File: config.mk
export PLATFORM = sky130hd
export DESIGN_NAME = branch_target_buffer_lru_unit
export DESIGN_NICKNAME = d
export VERILOG_FILES = /design/src/design/btb_lru_pkg.sv /design/src/design/btb_lru_table.sv /design/src/design/branch_target_buffer_lru_unit.sv
export SDC_FILE = /design/constraint.sdc
export NUM_CORES = 2
export LEC_CHECK = 0
export BUFFER_PORTS_ARGS = -buffer_cell sky130_fd_sc_hd__buf_2
export CAP_MARGIN = 25
export CELL_PAD_IN_SITES_DETAIL_PLACEMENT = 1
export CELL_PAD_IN_SITES_GLOBAL_PLACEMENT = 1
export CORE_MARGIN = 4
export CORE_UTILIZATION = 54
export CTS_CLUSTER_DIAMETER = 60
export DETAILED_ROUTE_END_ITERATION = 10
export MAX_ROUTING_LAYER = met4
export PLACE_DENSITY = 0.83
export SLEW_MARGIN = 20
export SYNTH_ARGS = -nofsm -noshare
export SYNTH_HDL_FRONTEND = slang
export SYNTH_SLANG_ARGS = --single-unit
export TNS_END_PERCENT = 50
File: constraint.sdc
create_clock -name clk_i -period 8.8 [get_ports clk_i]
set_input_delay 0.44 -clock clk_i [delete_from_list [all_inputs] [get_ports clk_i]]
set_output_delay 0.44 -clock clk_i [all_outputs]
set_load 0.1 [all_outputs]
File: src/design/btb_lru_pkg.sv
// shared types and constants for the branch target buffer
// no dependencies
package btb_lru_pkg;

  localparam int unsigned ENTRIES_DEF = 16;
  localparam logic [31:0] NEXT_STEP = 32'd4;

  typedef enum logic {
    KIND_PREDICT = 1'b0,
    KIND_UPDATE  = 1'b1
  } kind_e;

  typedef struct packed {
    kind_e       kind;
    logic [31:0] branch_address;
    logic [31:0] target_address;
    logic        taken;
  } btb_in_t;

  typedef struct packed {
    logic [31:0] next_address;
    logic        hit;
    logic        evicted;
    logic [4:0]  entry_count;
  } btb_out_t;

endpackage

File: src/design/btb_lru_table.sv
// entry storage, parallel lookup and least-recently-updated replacement
// depends on btb_lru_pkg
module btb_lru_table #(
  parameter int unsigned ENTRIES = btb_lru_pkg::ENTRIES_DEF
) (
  input  logic                  clk_i,
  input  logic                  rst_ni,
  input  logic                  fire_i,
  input  btb_lru_pkg::btb_in_t  item_i,
  output btb_lru_pkg::btb_out_t result_o
);
  import btb_lru_pkg::*;

  localparam int unsigned AW = (ENTRIES > 1) ? $clog2(ENTRIES) : 1;
  localparam int unsigned CW = $clog2(ENTRIES + 1);
  localparam logic [AW-1:0] AGE_MAX = AW'(ENTRIES - 1);

  logic [ENTRIES-1:0] valid_q;
  logic [AW-1:0]      age_q [ENTRIES];
  logic [CW-1:0]      count_q, count_d;
  logic [31:0]        branch_q [ENTRIES];
  logic [31:0]        target_q [ENTRIES];
  logic [ENTRIES-1:0] taken_q;

  logic [ENTRIES-1:0] match, free_slots, first_free, victim, wsel, bump;
  logic [31:0]        tgt_sel;
  logic               tk_sel;
  logic [AW-1:0]      age_hit;
  logic               hit, full, is_upd, grow;

  always_comb begin
    match   = '0;
    victim  = '0;
    tgt_sel = '0;
    tk_sel  = 1'b0;
    age_hit = '0;
    for (int i = 0; i < ENTRIES; i++) begin
      match[i]  = valid_q[i] && (branch_q[i] == item_i.branch_address);
      victim[i] = valid_q[i] && (age_q[i] == AGE_MAX);
      // keys are unique, so at most one entry matches
      if (match[i]) begin
        tgt_sel = tgt_sel | target_q[i];
        tk_sel  = tk_sel | taken_q[i];
        age_hit = age_hit | age_q[i];
      end
    end
  end

  assign hit        = |match;
  assign full       = &valid_q;
  assign is_upd     = (item_i.kind == KIND_UPDATE);
  assign free_slots = ~valid_q;
  // lowest free slot
  assign first_free = free_slots & (~free_slots + ENTRIES'(1));
  assign grow       = is_upd && !hit && !full;
  assign count_d    = grow ? count_q + CW'(1) : count_q;

  always_comb begin
    if (!is_upd) begin
      wsel = '0;
    end else if (hit) begin
      wsel = match;
    end else if (full) begin
      wsel = victim;
    end else begin
      wsel = first_free;
    end
    for (int i = 0; i < ENTRIES; i++) begin
      bump[i] = is_upd && valid_q[i] && !wsel[i] && (!hit || (age_q[i] < age_hit));
    end
  end

  always_comb begin
    result_o.hit          = hit;
    result_o.evicted      = is_upd && !hit && full;
    result_o.entry_count  = 5'(count_d);
    if (is_upd) begin
      result_o.next_address = '0;
    end else if (hit && tk_sel) begin
      result_o.next_address = tgt_sel;
    end else begin
      result_o.next_address = item_i.branch_address + NEXT_STEP;
    end
  end

  always_ff @(posedge clk_i or negedge rst_ni) begin
    if (!rst_ni) begin
      valid_q <= '0;
      count_q <= '0;
      for (int i = 0; i < ENTRIES; i++) begin
        age_q[i] <= '0;
      end
    end else if (fire_i) begin
      count_q <= count_d;
      for (int i = 0; i < ENTRIES; i++) begin
        if (wsel[i]) begin
          valid_q[i] <= 1'b1;
          age_q[i]   <= '0;
        end else if (bump[i]) begin
          age_q[i] <= age_q[i] + AW'(1);
        end
      end
    end
  end

  always_ff @(posedge clk_i) begin
    if (fire_i) begin
      for (int i = 0; i < ENTRIES; i++) begin
        if (wsel[i]) begin
          branch_q[i] <= item_i.branch_address;
          target_q[i] <= item_i.target_address;
          taken_q[i]  <= item_i.taken;
        end
      end
    end
  end

endmodule

File: src/design/branch_target_buffer_lru_unit.sv
// channel   | dir | handshake             | payload
// in        | in  | in_valid_i/in_ready_o  | in_data_i  (btb_in_t)
// out       | out | out_valid_o/out_ready_i| out_data_o (btb_out_t)
// one transaction per cycle while the result is not stalled; input register, then result register
// the rate is set by the parallel tag compare in the entry table, which is combinational
// an input register feeds the table; table state and result register update together
// a stalled result holds the input register, which still accepts while it is empty
// reset clears valid bits, ages and the entry count; no clearing pass
// top level of the branch target buffer; depends on btb_lru_pkg and btb_lru_table
module branch_target_buffer_lru_unit #(
  parameter int unsigned ENTRIES = btb_lru_pkg::ENTRIES_DEF
) (
  input  logic                  clk_i,
  input  logic                  rst_ni,
  input  logic                  in_valid_i,
  output logic                  in_ready_o,
  input  btb_lru_pkg::btb_in_t  in_data_i,
  output logic                  out_valid_o,
  input  logic                  out_ready_i,
  output btb_lru_pkg::btb_out_t out_data_o
);
  import btb_lru_pkg::*;

  logic     s1_valid_q, s1_valid_d;
  btb_in_t  s1_data_q;
  logic     out_valid_q, out_valid_d;
  btb_out_t out_data_q;
  btb_out_t result;
  logic     advance;

  assign advance     = s1_valid_q && (!out_valid_q || out_ready_i);
  assign in_ready_o  = !s1_valid_q || advance;
  assign s1_valid_d  = in_ready_o ? in_valid_i : s1_valid_q;
  assign out_valid_d = advance ? 1'b1 : (out_ready_i ? 1'b0 : out_valid_q);

  btb_lru_table #(
    .ENTRIES(ENTRIES)
  ) u_table (
    .clk_i   (clk_i),
    .rst_ni  (rst_ni),
    .fire_i  (advance),
    .item_i  (s1_data_q),
    .result_o(result)
  );

  always_ff @(posedge clk_i or negedge rst_ni) begin
    if (!rst_ni) begin
      s1_valid_q  <= 1'b0;
      out_valid_q <= 1'b0;
    end else begin
      s1_valid_q  <= s1_valid_d;
      out_valid_q <= out_valid_d;
    end
  end

  always_ff @(posedge clk_i) begin
    if (in_valid_i && in_ready_o) begin
      s1_data_q <= in_data_i;
    end
    if (advance) begin
      out_data_q <= result;
    end
  end

  assign out_valid_o = out_valid_q;
  assign out_data_o  = out_data_q;

endmodule

==> results.json <==
{
  "outcome": "complete, no violations",
  "drv_cap": 0,
  "cellLeakagePower_uw": 0.0200,
  "skew_ps": 61.1,
  "clock_path_buffers": 3,
  "die_y_um": 319,
  "avgSynthCellArea_sq_um": 15.6,
  "min_path_type": "in2async",
  "synth_cell_type_count": 68,
  "reg2reg_depth": 12,
  "cp.required_ps": 9440,
  "power.share.sequential": 0.499,
  "drtAntennaViolNets": 0,
  "critPathLaunch": "s1_data_q[45]$_DFFE_PP_",
  "cp-start-kind": "flop",
  "avgRoutedWirePerCell_um": 38.2,
  "syn_nets": 3474,
  "hold_violations": 0,
  "slew_violations": 0,
  "cts_tree": "yes",
  "setup_viol": 0,
  "antenna_found_initial": 6,
  "drc": 0,
  "fp-row-count": 113,
  "total_power_uw": 14200,
  "synthArstFlopShare": 0.0706,
  "timing.setup.tns_ps": 0,
  "clk_pin_slew_ps": 60,
  "synthFlopType": "edfxtp_1",
  "ys_warn_count": 0,
  "root_buffer": "clkbuf_16",
  "track_usage": 0.381,
  "r2r_start": "s1_data_q[45]$_DFFE_PP_",
  "clk_latency_ps": 790,
  "num-nets-final": 3747,
  "period_share": 0.675,
  "die_w_um": 319,
  "synthCells": 3338,
  "grt_pass1_wl_um": 272000,
  "via_count": 36300,
  "critPathKind": "reg2reg",
  "worstPathMaxFanout": 34,
  "vdd_drop_max_v": 0.000215,
  "rsz0062_at_grt": "false",
  "swShare": 0.277,
  "coreArea_sq_um": 95300,
  "power_density_nw_per_um2": 239,
  "cp.arrival_ps": 6580,
  "dieArea_sq_um": 101000,
  "viasPerCell": 7.29,
  "cp-end-kind": "flop",
  "finalCriticalPeriod_ps": 5940,
  "cts_buffers": 131,
  "place_congestion": 0.922,
  "cts-htree-levels": 4,
  "cts-resized-gates": 0,
  "cts.sinks": 1232,
  "synth-seq-area-share": 0.702,
  "pin_count": 111,
  "grt_max_degree": 69,
  "port_buffers": 110,
  "drive_gt1_frac": 0.135,
  "ff2ff_setup_slack_ps": 2860,
  "slew_headroom": 0.304,
  "hpwl_um": 101000,
  "dr.pass1.iters": 6,
  "power.internal_uw": 10200,
  "netlist_area_sq_um": 52100,
  "worstMarginPinSlew_ps": 1040,
  "ys_seq_elements": 1232,
  "r2r-end": "u_table.age_q[58]$_DFFE_PN0P_",
  "areaGrowthSynthToFinish_pct": 13.9,
  "synth_edf_count": 1145,
  "grt-ovfl-total": 0,
  "p_sw_uw": 3930,
  "drtIter0Drc": 6202,
  "wl_um": 191000,
  "timing.fmax_ghz": 0.168,
  "grt_pass1_vias": 38100,
  "initial_core_util": 0.547,
  "combPwrFrac": 0.109,
  "power_frac_clock": 0.392
}
-- power by group through the flow --
stage	clock network [uW]	logic, uW	registers, uW
floorplan	0	841	7170
global placement	0	1340	7140
detailed placement	0	1430	7160
CTS	5480	1500	7050
global route	5810	1640	7090
finish	5550	1550	7080
-- cells in the mapped netlist (all sizes together), types with 10 or more instances --
| library cell | count | area share |
|---|---|---|
| edfxtp | 1145 | 0.66 |
| xor2 | 388 | 0.065 |
| xnor2 | 165 | 0.028 |
| a22oi | 157 | 0.023 |
| nor4 | 147 | 0.018 |
| nand3 | 143 | 0.014 |
| buf | 90 | 0.013 |
| dfrtp | 87 | 0.042 |
| a22o | 85 | 0.014 |
| nand4 | 85 | 0.010 |
| nand2 | 77 | 0.0055 |
| nor3 | 76 | 0.0083 |
| a221oi | 66 | 0.011 |
| ha | 66 | 0.016 |
| clkbuf | 57 | 0.0041 |
| nor2 | 47 | 0.0034 |
| or4 | 46 | 0.0067 |
| o21ai | 39 | 0.0037 |
| a211oi | 33 | 0.0049 |
| and3 | 31 | 0.0037 |
| a21oi | 30 | 0.0029 |
| inv | 27 | 0.0019 |
| nand2b | 26 | 0.0031 |
| a211o | 24 | 0.0040 |
| nor4b | 19 | 0.0035 |
| and4 | 18 | 0.0032 |
| mux2 | 18 | 0.0039 |
| nor2b | 18 | 0.0022 |
| a2111oi | 17 | 0.0029 |
| nor3b | 15 | 0.0025 |
| a31oi | 12 | 0.0017 |
| and3b | 11 | 0.0018 |
| a221o | 10 | 0.0019 |
-- stage by stage --
stage / instance area (sq um) / utilization / cells / setup WS [ps] / hold WS [ps]
2_1_floorplan: 52100 / - / 3338 / 2010 / 144
3_3_place_gp: 54300 / 0.569 / 4663 / 3000 / 348
3_5_place_dp: 54300 / 0.570 / 4667 / 3270 / 344
4_1_cts: 59200 / 0.621 / 4973 / 3020 / 131
5_1_grt: 59300 / 0.622 / 4985 / 2730 / 163
6_report: 59300 / 0.622 / 4987 / 2860 / 123
-- routing by layer --
metal,up-vias,global-route usage,wire length (um)
met3,948,0.105,26000
li1,13800,-,-
met4,0,0.207,12300
met5,-,-,0
met2,3544,0.572,86900
met1,18100,0.473,65400
-- cell families (layout without fill, tap and decap cells) --
group | Yosys count | after routing | synth area share
adders and majority gates | 66 | 66 | 0.0159
AOI/OAI and AO/OA | 496 | 496 | 0.0737
muxes | 19 | 19 | 0.00408
other | 0 | 8 | 0
and+or+nand+nor | 798 | 798 | 0.0923
DFF | 1232 | 1232 | 0.702
xor gates and xnor gates | 553 | 553 | 0.0930
buffers and inverters | 174 | 550 | 0.0191
-- critical path, stage by stage (launching register included) --
cell	delay [ps]
edfxtp_1	870
buf_4	360
xor2_1	550
nor3_1	130
and3_1	240
and3_2	230
nor4_1	450
and4_4	630
a21oi_1	210
nor2_4	790
buf_4	720
a31oi_1	220
a221o_1	400
-- flip-flops by register name, summed over array words and instances, names as in the netlist --
| register | cells |
|---|---|
| u_table.count_q | 5 |
| u_table.valid_q | 16 |
| u_table.age_q | 64 |
| u_table.branch_q | 512 |
| u_table.taken_q | 16 |
| out_data_o | 39 |
| u_table.target_q | 512 |
| out_valid_o | 1 |
| s1_data_q | 66 |
| s1_valid_q | 1 |
-- layout by cell type (no fill, tap or decap), types with 13 or more instances in the layout --
cell           Yosys  final
edfxtp_1        1145   1145
xor2_1           388    388
xnor2_1          165    165
a22oi_1          157    157
nand3_1          143    143
nor4_1           142    137
clkbuf_16          0    135
buf_2             17    109
buf_4             32     96
dfrtp_1           87     87
nand4_1           85     85
a22o_1            85     85
nand2_1           77     76
dlygate4sd3_1      0     70
a221oi_1          66     66
ha_1              66     66
nor3_1            67     60
or4_1             45     45
o21ai_0           39     39
nor2_1            47     34
clkinv_2           0     32
a211oi_1          31     31
a21oi_1           30     30
nand2b_1          26     26
clkinv_1           0     26
inv_1             27     25
a211o_1           24     24
and3_1            31     23
clkbuf_1          57     20
nor4b_1           18     18
nor2b_1           18     18
a2111oi_0         17     17
mux2_2            17     17
and4_1            15     15
nor3_2             8     14
nor2_4             0     13
-- worst max path at each step --
stage | end | slack, ps
6_report | u_table.age_q[58]$_DFFE_PN0P_ | 2860
5_1_grt | u_table.age_q[58]$_DFFE_PN0P_ | 2730
4_1_cts | u_table.age_q[58]$_DFFE_PN0P_ | 3020
3_5_place_dp | u_table.age_q[58]$_DFFE_PN0P_ | 3270
3_3_place_gp | u_table.age_q[58]$_DFFE_PN0P_ | 3000
2_1_floorplan | u_table.age_q[10]$_DFFE_PN0P_ | 2010
-- layout make-up --
cell class                 instances  area (sq um)
fill                            8633         36000
timing repair buffer             287          2190
antenna                            8          20.0
multi-input combinational       1932         14700
clock inverter                    79           634
tap                             1265          1580
inverter                          27           104
clock buffer                     157          3480
sequential                      1232         36600
-- repair_timing --
item | CTS | global route
hold buffers | 70 | 0
hold endpoints to repair | 87 | 0
buffers inserted | 0 | 0
Note: power is estimated with default switching activity, not from simulation.
